--- config.mk ---
export PLATFORM = sky130hd
export DESIGN_NAME = adc_conversion_controller_core
export DESIGN_NICKNAME = d
export VERILOG_FILES = /design/src/design/adcc_pkg.sv /design/src/design/adcc_divider.sv /design/src/design/adc_conversion_controller_core.sv
export SDC_FILE = /design/constraint.sdc
export NUM_CORES = 1
export LEC_CHECK = 0
export BUFFER_PORTS_ARGS = -buffer_cell sky130_fd_sc_hd__buf_2
export CAP_MARGIN = 20
export CORE_MARGIN = 1.5
export CORE_UTILIZATION = 41
export DETAILED_ROUTE_END_ITERATION = 12
export GPL_ROUTABILITY_DRIVEN = 0
export PLACE_DENSITY_LB_ADDON = 0.05
export SLEW_MARGIN = 20
export SYNTH_ARGS = -nofsm -noshare
export SYNTH_HDL_FRONTEND = slang
export SYNTH_SLANG_ARGS = --single-unit
--- constraint.sdc ---
create_clock -name aclk -period 16.3 [get_ports aclk]
set_input_delay 0.815 -clock aclk [delete_from_list [all_inputs] [get_ports aclk]]
set_output_delay 0.815 -clock aclk [all_outputs]
set_load 0.02 [all_outputs]
--- src/design/adcc_pkg.sv ---
package adcc_pkg;

    // Field widths
    localparam int LEVEL_BITS = 12;
    localparam int CODE_BITS  = 15;
    localparam int CTRL_BITS  = 8;
    localparam int PADDR_BITS = 5;

    // Control register bit positions
    localparam int BIT_ADON = 0;
    localparam int BIT_ADIF = 1;
    localparam int BIT_GO   = 2;

    // Request kinds
    localparam logic KIND_WRITE = 1'b0;
    localparam logic KIND_TICK  = 1'b1;

    // Converter phases
    localparam logic [1:0] PH_IDLE = 2'd0;
    localparam logic [1:0] PH_ACQ  = 2'd1;
    localparam logic [1:0] PH_CONV = 2'd2;

    // Configuration register indexes
    localparam logic [2:0] REG_CONVERTER_BITS = 3'd0;
    localparam logic [2:0] REG_SPLIT_RESULT   = 3'd1;
    localparam logic [2:0] REG_RIGHT_JUSTIFY  = 3'd2;
    localparam logic [2:0] REG_ANALOG_MASK    = 3'd3;
    localparam logic [2:0] REG_REF_HIGH_CHAN  = 3'd4;
    localparam logic [2:0] REG_REF_LOW_CHAN   = 3'd5;

    typedef struct packed {
        logic                  kind;
        logic [7:0]            write_data;
        logic [LEVEL_BITS-1:0] sample_level;
        logic [LEVEL_BITS-1:0] ref_high_level;
        logic [LEVEL_BITS-1:0] ref_low_level;
        logic [LEVEL_BITS-1:0] supply_level;
    } adcc_in_t;

    typedef struct packed {
        logic [7:0] control_value;
        logic [7:0] result_high;
        logic [7:0] result_low;
        logic [2:0] selected_channel;
        logic       busy_res;
        logic       interrupt_pulse;
    } adcc_out_t;

    // Operands handed to the divider
    typedef struct packed {
        logic [LEVEL_BITS-1:0] sample;
        logic [LEVEL_BITS-1:0] ref_high;
        logic [LEVEL_BITS-1:0] ref_low;
        logic [3:0]            conv_bits;
    } adcc_div_req_t;

    // Half of the conversion clock period in ticks, from the clock select bits
    function automatic logic [5:0] half_tad(input logic [1:0] clk_sel);
        logic [5:0] h;
        case (clk_sel)
            2'd0:    h = 6'd1;
            2'd1:    h = 6'd2;
            2'd2:    h = 6'd32;
            default: h = 6'd3;
        endcase
        return h;
    endfunction

endpackage

--- src/design/adcc_divider.sv ---
module adcc_divider (
    input  logic                                aclk,
    input  logic                                aresetn,
    input  logic                                start,
    input  adcc_pkg::adcc_div_req_t             req,
    output logic                                done,
    output logic [adcc_pkg::CODE_BITS-1:0]      code
);

    localparam int LW = adcc_pkg::LEVEL_BITS;
    localparam int QW = adcc_pkg::CODE_BITS;
    localparam int PW = LW + QW;
    localparam int CW = $clog2(QW);

    localparam logic [1:0] D_IDLE = 2'd0;
    localparam logic [1:0] D_MUL  = 2'd1;
    localparam logic [1:0] D_DIV  = 2'd2;

    logic [1:0]    st_reg, st_next;
    logic [LW-1:0] diff_reg, diff_next;
    logic [LW-1:0] span_reg, span_next;
    logic [QW-1:0] scale_reg, scale_next;
    logic [PW-1:0] work_reg, work_next;
    logic [CW-1:0] cnt_reg, cnt_next;
    logic [QW-1:0] code_reg, code_next;
    logic          done_reg, done_next;

    logic [QW-1:0] ones;
    logic [QW-1:0] scale_w;
    logic [LW:0]   shifted;
    logic [LW:0]   trial;
    logic [LW-1:0] new_rem;
    logic          qbit;
    logic [PW-1:0] step_work;

    // Full scale mask from the resolution
    assign ones    = '1;
    assign scale_w = ones >> (5'(QW) - {1'b0, req.conv_bits});

    // One restoring divide step on the partial remainder
    assign shifted   = {work_reg[PW-1:QW], work_reg[QW-1]};
    assign trial     = shifted - {1'b0, span_reg};
    assign qbit      = !trial[LW];
    assign new_rem   = qbit ? trial[LW-1:0] : shifted[LW-1:0];
    assign step_work = {new_rem, work_reg[QW-2:0], qbit};

    always_comb begin
        st_next    = st_reg;
        diff_next  = diff_reg;
        span_next  = span_reg;
        scale_next = scale_reg;
        work_next  = work_reg;
        cnt_next   = cnt_reg;
        code_next  = code_reg;
        done_next  = 1'b0;
        case (st_reg)
            D_IDLE: begin
                if (start) begin
                    // Settle empty span and out-of-span samples at once
                    if (req.ref_high <= req.ref_low || req.sample <= req.ref_low) begin
                        code_next = '0;
                        done_next = 1'b1;
                    end else if (req.sample >= req.ref_high) begin
                        code_next = scale_w;
                        done_next = 1'b1;
                    end else begin
                        diff_next  = req.sample - req.ref_low;
                        span_next  = req.ref_high - req.ref_low;
                        scale_next = scale_w;
                        st_next    = D_MUL;
                    end
                end
            end
            D_MUL: begin
                work_next = PW'(scale_reg) * PW'(diff_reg);
                cnt_next  = CW'(QW - 1);
                st_next   = D_DIV;
            end
            D_DIV: begin
                work_next = step_work;
                if (cnt_reg == '0) begin
                    code_next = step_work[QW-1:0];
                    done_next = 1'b1;
                    st_next   = D_IDLE;
                end else begin
                    cnt_next = cnt_reg - 1'b1;
                end
            end
            default: begin
                st_next = D_IDLE;
            end
        endcase
    end

    always_ff @(posedge aclk) begin
        if (!aresetn) begin
            st_reg   <= D_IDLE;
            done_reg <= 1'b0;
        end else begin
            st_reg   <= st_next;
            done_reg <= done_next;
        end
        diff_reg  <= diff_next;
        span_reg  <= span_next;
        scale_reg <= scale_next;
        work_reg  <= work_next;
        cnt_reg   <= cnt_next;
        code_reg  <= code_next;
    end

    assign done = done_reg;
    assign code = code_reg;

endmodule

--- src/design/adc_conversion_controller_core.sv ---
// A/D converter control-register front.
// Input channel (s_): one request per control register write or per
// instruction-cycle tick. Result channel (m_): one result per request, with
// the control readback, both result bytes, the selected channel, busy and the
// conversion-complete interrupt pulse.
// Configuration: APB-style port, registers at byte addresses 4*i; pready is
// always high. Write it only while the block is idle.
// Timing: a write or a tick that does not finish a conversion gives its
// result in the cycle after acceptance. A tick that finishes a conversion
// goes through set-up, one multiply, 15 restoring divide steps in the
// divider and a store of the result bytes; a zero or full-scale code skips
// the multiply and divide steps. The block takes no request meanwhile.
// Throughput: one request per cycle while the result register drains, else
// bounded by the divider for completing ticks.
// Reset: control register, phase, counters and result bytes clear;
// configuration returns to 8-bit resolution, one-byte layout, no analog pins,
// supply and zero references.
// Stall: a waiting result is held in the output register; a new request is
// taken in the cycle the receiver takes the waiting one.
module adc_conversion_controller_core #(
    parameter int CHANNELS = 8
) (
    input  logic                                aclk,
    input  logic                                aresetn,
    input  logic                                s_valid,
    output logic                                s_ready,
    input  adcc_pkg::adcc_in_t                  s_data,
    output logic                                m_valid,
    input  logic                                m_ready,
    output adcc_pkg::adcc_out_t                 m_data,
    input  logic                                psel,
    input  logic                                penable,
    input  logic                                pwrite,
    input  logic [adcc_pkg::PADDR_BITS-1:0]     paddr,
    input  logic [31:0]                         pwdata,
    output logic [31:0]                         prdata,
    output logic                                pready
);

    localparam int LW = adcc_pkg::LEVEL_BITS;
    localparam int QW = adcc_pkg::CODE_BITS;

    localparam logic ST_IDLE = 1'b0;
    localparam logic ST_CONV = 1'b1;

    // Configuration registers
    logic [3:0] bits_reg;
    logic       split_reg;
    logic       rj_reg;
    logic [7:0] amask_reg;
    logic [3:0] rhc_reg;
    logic [3:0] rlc_reg;

    // Converter state
    logic          st_reg, st_next;
    logic [7:0]    ctrl_reg, ctrl_next;
    logic [1:0]    phase_reg, phase_next;
    logic [7:0]    cnt_reg, cnt_next;
    logic [LW-1:0] hs_reg, hs_next;
    logic [LW-1:0] hh_reg, hh_next;
    logic [LW-1:0] hl_reg, hl_next;
    logic [7:0]    rh_reg, rh_next;
    logic [7:0]    rl_reg, rl_next;
    logic          m_valid_reg, m_valid_next;
    adcc_pkg::adcc_out_t m_data_reg, m_data_next;

    logic                    accept;
    logic                    cfg_wr;
    logic                    load;
    logic                    pulse;
    logic                    div_start;
    logic                    div_done;
    logic [QW-1:0]           div_code;
    adcc_pkg::adcc_div_req_t div_req;
    logic [5:0]              ht_cur;
    logic [5:0]              ht_new;

    // Level of a channel pin, zero when not an analog input
    function automatic logic [LW-1:0] chan_level(input logic [3:0] ch,
                                                 input logic [7:0] mask,
                                                 input logic [LW-1:0] lvl);
        logic [LW-1:0] r;
        r = '0;
        if (ch < 4'(CHANNELS) && mask[ch[2:0]]) begin
            r = lvl;
        end
        return r;
    endfunction

    assign accept = s_valid && s_ready;
    assign s_ready = (st_reg == ST_IDLE) && (!m_valid_reg || m_ready);
    assign cfg_wr = psel && penable && pwrite;
    assign pready = 1'b1;

    assign ht_cur = adcc_pkg::half_tad(ctrl_reg[7:6]);
    assign ht_new = adcc_pkg::half_tad(s_data.write_data[7:6]);

    assign div_req.sample    = hs_reg;
    assign div_req.ref_high  = hh_reg;
    assign div_req.ref_low   = hl_reg;
    assign div_req.conv_bits = bits_reg;

    adcc_divider u_div (
        .aclk    (aclk),
        .aresetn (aresetn),
        .start   (div_start),
        .req     (div_req),
        .done    (div_done),
        .code    (div_code)
    );

    // Sequence requests and conversion completion
    always_comb begin
        st_next    = st_reg;
        ctrl_next  = ctrl_reg;
        phase_next = phase_reg;
        cnt_next   = cnt_reg;
        hs_next    = hs_reg;
        hh_next    = hh_reg;
        hl_next    = hl_reg;
        rh_next    = rh_reg;
        rl_next    = rl_reg;
        load       = 1'b0;
        pulse      = 1'b0;
        div_start  = 1'b0;
        if (accept) begin
            if (s_data.kind == adcc_pkg::KIND_WRITE) begin
                ctrl_next = s_data.write_data;
                load      = 1'b1;
                if (s_data.write_data[adcc_pkg::BIT_ADON]) begin
                    // Start or restart acquisition on a GO rise
                    if (s_data.write_data[adcc_pkg::BIT_GO] && !ctrl_reg[adcc_pkg::BIT_GO]) begin
                        cnt_next   = {2'b00, ht_new};
                        phase_next = adcc_pkg::PH_ACQ;
                    end
                end else begin
                    phase_next = adcc_pkg::PH_IDLE;
                end
            end else if (phase_reg == adcc_pkg::PH_ACQ || phase_reg == adcc_pkg::PH_CONV) begin
                if (cnt_reg > 8'd1) begin
                    cnt_next = cnt_reg - 8'd1;
                    load     = 1'b1;
                end else if (phase_reg == adcc_pkg::PH_ACQ) begin
                    // Sample the channel and both references
                    hs_next = chan_level({1'b0, ctrl_reg[5:3]}, amask_reg,
                                         s_data.sample_level);
                    hh_next = (rhc_reg < 4'(CHANNELS))
                        ? chan_level(rhc_reg, amask_reg, s_data.ref_high_level)
                        : s_data.supply_level;
                    hl_next = (rlc_reg < 4'(CHANNELS))
                        ? chan_level(rlc_reg, amask_reg, s_data.ref_low_level)
                        : '0;
                    cnt_next   = 8'({2'b00, ht_cur} * 8'd5);
                    phase_next = adcc_pkg::PH_CONV;
                    load       = 1'b1;
                end else begin
                    // Hand the conversion to the divider
                    div_start = 1'b1;
                    st_next   = ST_CONV;
                end
            end else begin
                load = 1'b1;
            end
        end else if (st_reg == ST_CONV && div_done) begin
            // Store the result bytes in the chosen layout
            if (split_reg) begin
                if (rj_reg) begin
                    rl_next = div_code[7:0];
                    rh_next = {6'b000000, div_code[9:8]};
                end else begin
                    rl_next = {div_code[1:0], 6'b000000};
                    rh_next = div_code[9:2];
                end
            end else begin
                rh_next = div_code[7:0];
            end
            ctrl_next = ctrl_reg;
            ctrl_next[adcc_pkg::BIT_GO]   = 1'b0;
            ctrl_next[adcc_pkg::BIT_ADIF] = 1'b1;
            cnt_next   = 8'd0;
            phase_next = adcc_pkg::PH_IDLE;
            st_next    = ST_IDLE;
            load       = 1'b1;
            pulse      = 1'b1;
        end
    end

    // Build the result from the updated state
    always_comb begin
        m_data_next                  = m_data_reg;
        m_valid_next                 = m_valid_reg && !m_ready;
        if (load) begin
            m_valid_next                 = 1'b1;
            m_data_next.control_value    = ctrl_next;
            m_data_next.result_high      = rh_next;
            m_data_next.result_low       = rl_next;
            m_data_next.selected_channel = ctrl_next[5:3];
            m_data_next.busy_res         = (phase_next != adcc_pkg::PH_IDLE);
            m_data_next.interrupt_pulse  = pulse;
        end
    end

    always_ff @(posedge aclk) begin
        if (!aresetn) begin
            st_reg      <= ST_IDLE;
            ctrl_reg    <= '0;
            phase_reg   <= adcc_pkg::PH_IDLE;
            cnt_reg     <= '0;
            hs_reg      <= '0;
            hh_reg      <= '0;
            hl_reg      <= '0;
            rh_reg      <= '0;
            rl_reg      <= '0;
            m_valid_reg <= 1'b0;
        end else begin
            st_reg      <= st_next;
            ctrl_reg    <= ctrl_next;
            phase_reg   <= phase_next;
            cnt_reg     <= cnt_next;
            hs_reg      <= hs_next;
            hh_reg      <= hh_next;
            hl_reg      <= hl_next;
            rh_reg      <= rh_next;
            rl_reg      <= rl_next;
            m_valid_reg <= m_valid_next;
        end
        m_data_reg <= m_data_next;
    end

    // Configuration writes
    always_ff @(posedge aclk) begin
        if (!aresetn) begin
            bits_reg  <= 4'd8;
            split_reg <= 1'b0;
            rj_reg    <= 1'b0;
            amask_reg <= 8'd0;
            rhc_reg   <= 4'd8;
            rlc_reg   <= 4'd8;
        end else if (cfg_wr) begin
            case (paddr[4:2])
                adcc_pkg::REG_CONVERTER_BITS: bits_reg  <= pwdata[3:0];
                adcc_pkg::REG_SPLIT_RESULT:   split_reg <= pwdata[0];
                adcc_pkg::REG_RIGHT_JUSTIFY:  rj_reg    <= pwdata[0];
                adcc_pkg::REG_ANALOG_MASK:    amask_reg <= pwdata[7:0];
                adcc_pkg::REG_REF_HIGH_CHAN:  rhc_reg   <= pwdata[3:0];
                adcc_pkg::REG_REF_LOW_CHAN:   rlc_reg   <= pwdata[3:0];
                default: begin
                end
            endcase
        end
    end

    // Register readback
    always_comb begin
        case (paddr[4:2])
            adcc_pkg::REG_CONVERTER_BITS: prdata = {28'd0, bits_reg};
            adcc_pkg::REG_SPLIT_RESULT:   prdata = {31'd0, split_reg};
            adcc_pkg::REG_RIGHT_JUSTIFY:  prdata = {31'd0, rj_reg};
            adcc_pkg::REG_ANALOG_MASK:    prdata = {24'd0, amask_reg};
            adcc_pkg::REG_REF_HIGH_CHAN:  prdata = {28'd0, rhc_reg};
            adcc_pkg::REG_REF_LOW_CHAN:   prdata = {28'd0, rlc_reg};
            default:                      prdata = 32'd0;
        endcase
    end

    assign m_valid = m_valid_reg;
    assign m_data  = m_data_reg;

    // Divider finishes only for a pending conversion with the output free
    a_done_free: assert property (@(posedge aclk) disable iff (!aresetn)
        div_done |-> (st_reg == ST_CONV && !m_valid_reg))
        else $error("divider finished with no pending conversion or full output");

    // A pending conversion keeps the converting phase
    a_conv_phase: assert property (@(posedge aclk) disable iff (!aresetn)
        (st_reg == ST_CONV) |-> (phase_reg == adcc_pkg::PH_CONV))
        else $error("conversion pending outside converting phase");

    // A completing tick puts the block into the waiting state
    a_start_wait: assert property (@(posedge aclk) disable iff (!aresetn)
        div_start |=> (st_reg == ST_CONV && !m_valid_reg))
        else $error("completing tick did not hold off the result");

    // An interrupt result shows GO clear, ADIF set and not busy
    a_irq_ctrl: assert property (@(posedge aclk) disable iff (!aresetn)
        (m_valid_reg && m_data_reg.interrupt_pulse) |->
        (!m_data_reg.control_value[adcc_pkg::BIT_GO] &&
         m_data_reg.control_value[adcc_pkg::BIT_ADIF] && !m_data_reg.busy_res))
        else $error("interrupt result with wrong control bits");

endmodule
==> run metrics <==
leak pwr=8.16 nW; post-CTS resize count=0; setup TNS=0 ns; maximum vdd drop=64.4 µV; Antenna Cells=0; area share of the largest cell type after synthesis=19.1%; Synth area leaders=edfxtp_1 (19%), fa_1 (16%), dfxtp_1 (12%); worst-skew pair later-pin latency=0.54 ns; CTS Sinks=203; Max Root-Sink Buffers=3; Routed Antenna Nets=0; asr flop ratio synth=0%; Area Growth Syn to Fin=9.46%; CP Cell Sequence=and2_1, fa_1, inv_1, fa_1, inv_1, fa_1, fa_1, inv_1, fa_1, inv_1, ha_1, a21oi_1, nand2_1, o211ai_1, nand2_1, a31oi_1, o21ai_0, and3_1, a2111oi_2; Starting Density=41.8%; Final #Nets=2,202; reg-to-reg startpoint=u_div.scale_reg[3]$_DFFE_PP_; Synth warnings=0; H-tree lvl count=1; drt first pass iters=4; RSZ-0062 raised after global routing=no; origin of the worst setup path=u_div.scale_reg[3]$_DFFE_PP_; Slew Viols, Final=0; slowest CP cell=edfxtp_1; final core occ=45.7%; min Tclk post-route=6.24 ns; grt total ovfl=0; hold_buf cts=0; final WL=38.0 mm; DR WL/cell=16.0 µm; I/O Buffers=113; Chip Width=205 µm; status=finished, final reports clean; Worst Setup End Kind=register; TritonCTS clock tree=built; gr usage total=18.8%; Yosys reg bits=203; Post-route DRC=0; Final Hold Fails=0; sequential area share after synthesis=30.7%; final setup vio count=0; total CTS buffers=23; setup slack, reg-to-reg=10.06 ns; Required @ worst endpoint=16.61 ns; max reg flops=27; post-DP HPWL=29.7 mm; achievable frequency=160 MHz; final cycle utilization of the critical path=38.3%; CP peak stage delay=0.63 ns; Max-cap violations=0; via count=11,800; largest net degree at the start of global routing=100; vias in the first global route=12,200; crit path max fanout=12; # IOs=165; first-pass GRT wire length=63.4 mm; number of synthesized flops with an enable pin=106; total power=0.00112 W; buffer count from post-CTS setup fixing=0; crit start category=register; DRT iter0 DRCs=518; worst slew pin tran=1.01 ns; cells after synthesis=1,773; Setup Skew=0.0180 ns; leading area contributor after synthesis=edfxtp_1; share of layout cells above drive strength 1=12.1%; worst flop-to-flop path endpoint=u_div.work_reg[26]$_DFFE_PP_; CP top delay family=adder cells; PwrDens=61.2 nW/µm²; Hold WC Path Type=reg2reg; CTS clk-pin slew, worst paths=0.06 ns; critical path endpoint=u_div.work_reg[26]$_DFFE_PP_; routed vias/inst=4.97; die footprint=42,000 µm²; fillers=3,973; worst path buffer plus inverter count=4; critical path type=reg2reg; CP arrival=6.55 ns; std cell rows=73; clk root buf=clkbuf_16; Die H=205 µm; initial antenna violation count=0; Yosys cell types=78; hold_ws=0.485 ns; Mapped Area=16,700 µm²; Main synth FF type=edfxtp_1; relative slew slack=32.7%; syn avg cell area=9.42 µm²; core box area=40,000 µm²; CP dominant cell by count=fa_1; worst hold stages=2; Worst path depth=19; worst-case reg-to-reg path depth=19
where the power goes:
group	switching, W	internal, W	total, W
combinational	0.0000424	0.0000251	0.0000675
clock	0.000212	0.000293	0.000505
sequential	0.00000455	0.000541	0.000546
total	0.000259	0.000859	0.00112
cells in the mapped netlist (all sizes together), types with 6 or more instances:
cell type,n
nand4,8
o21ai,88
mux4,6
a221oi,13
mux2,8
a21o,17
nor3b,12
nand2,236
xnor2,39
nor2,74
mux2i,39
nor3,16
buf,39
a21boi,9
o31ai,6
o21a,8
or3,6
nand3,29
a21oi,63
dfxtp,97
xor2,9
clkbuf,62
inv,250
a22oi,30
and2,92
o311ai,6
ha,129
edfxtp,106
nor2b,62
fa,133
nand2b,12
kinds of logic (layout without fill, tap and decap cells):
logic type / count (synthesis) / in the layout / synth area share (%)
buffers and inverters: 351 / 409 / 8.72
adder cells (fa/ha/maj): 262 / 262 / 25.6
AO/OA/AOI/OAI: 283 / 283 / 11.6
flip-flops: 203 / 203 / 30.7
AND/OR/NAND/NOR: 571 / 571 / 17.1
XOR/XNOR: 48 / 48 / 2.63
multiplexers: 53 / 53 / 3.68
other: 2 / 25 / 0.0450
worst register-to-register path: stages, from the launching register on:
cell       delay [ns]
edfxtp_1         0.63
and2_1           0.30
fa_1             0.54
inv_1            0.05
fa_1             0.48
inv_1            0.06
fa_1             0.52
fa_1             0.55
inv_1            0.06
fa_1             0.55
inv_1            0.05
ha_1             0.34
a21oi_1          0.19
nand2_1          0.09
o211ai_1         0.27
nand2_1          0.18
a31oi_1          0.30
o21ai_0          0.25
and3_1           0.24
a2111oi_2        0.39
how the worst min path moves through the flow:
stage	from	end	slack, ns
floorplan	bits_reg[3]$_SDFFE_PN1P_	u_div.scale_reg[7]$_DFFE_PP_	0.41
global placement	u_div.st_reg[0]$_SDFFE_PN0P_	u_div.st_reg[0]$_SDFFE_PN0P_	0.47
detailed placement	u_div.st_reg[0]$_SDFFE_PN0P_	u_div.st_reg[0]$_SDFFE_PN0P_	0.48
CTS	u_div.st_reg[1]$_SDFFE_PN0P_	u_div.st_reg[1]$_SDFFE_PN0P_	0.49
global route	u_div.st_reg[0]$_SDFFE_PN0P_	u_div.st_reg[0]$_SDFFE_PN0P_	0.51
finish	u_div.st_reg[0]$_SDFFE_PN0P_	u_div.st_reg[0]$_SDFFE_PN0P_	0.48
routing by layer:
metal	up-vias	GRT usage (%)	share of wire, %
li1	5947	-	-
met1	5680	26.9	50
met2	174	30.6	46
met3	30	2.05	3.2
met4	0	3.99	1.2
met5	-	0	0
through the flow:
step / instances / cell area (µm²) / setup WS, ns
after floorplan: 1796 / 16800 / 10.15
after global placement: 2339 / 17600 / 10.03
after detailed placement: 2339 / 17600 / 10.02
after CTS: 2379 / 18300 / 9.98
after global routing: 2379 / 18300 / 9.68
final: 2379 / 18300 / 10.06
cell usage in the layout (no fill, tap or decap), types with 14 or more instances in the layout:
cell       instances
ha_1             128
inv_1            250
clkbuf_16         25
fa_1             133
o21ai_0           85
a21oi_1           62
nor2_1            69
xnor2_1           38
mux2i_1           39
dfxtp_1           97
nor2b_1           52
edfxtp_1         106
a22oi_1           20
a21o_1            17
and2_1            92
buf_2            113
nand2_1          234
nand3_1           29
conb_1            25
nor3_1            14
layout make-up:
cell class | instances | area (µm²) | share of cell area, %
flip-flops and latches | 203 | 5120 | 28.0
inverters | 250 | 938 | 5.13
repair buffers | 119 | 611 | 3.34
clock buffers | 35 | 688 | 3.76
well taps | 525 | 657 | 3.59
clock inverters | 5 | 41.3 | 0.226
multi-input cells | 1242 | 10200 | 55.9
Note: power is estimated with default switching activity, not from simulation.
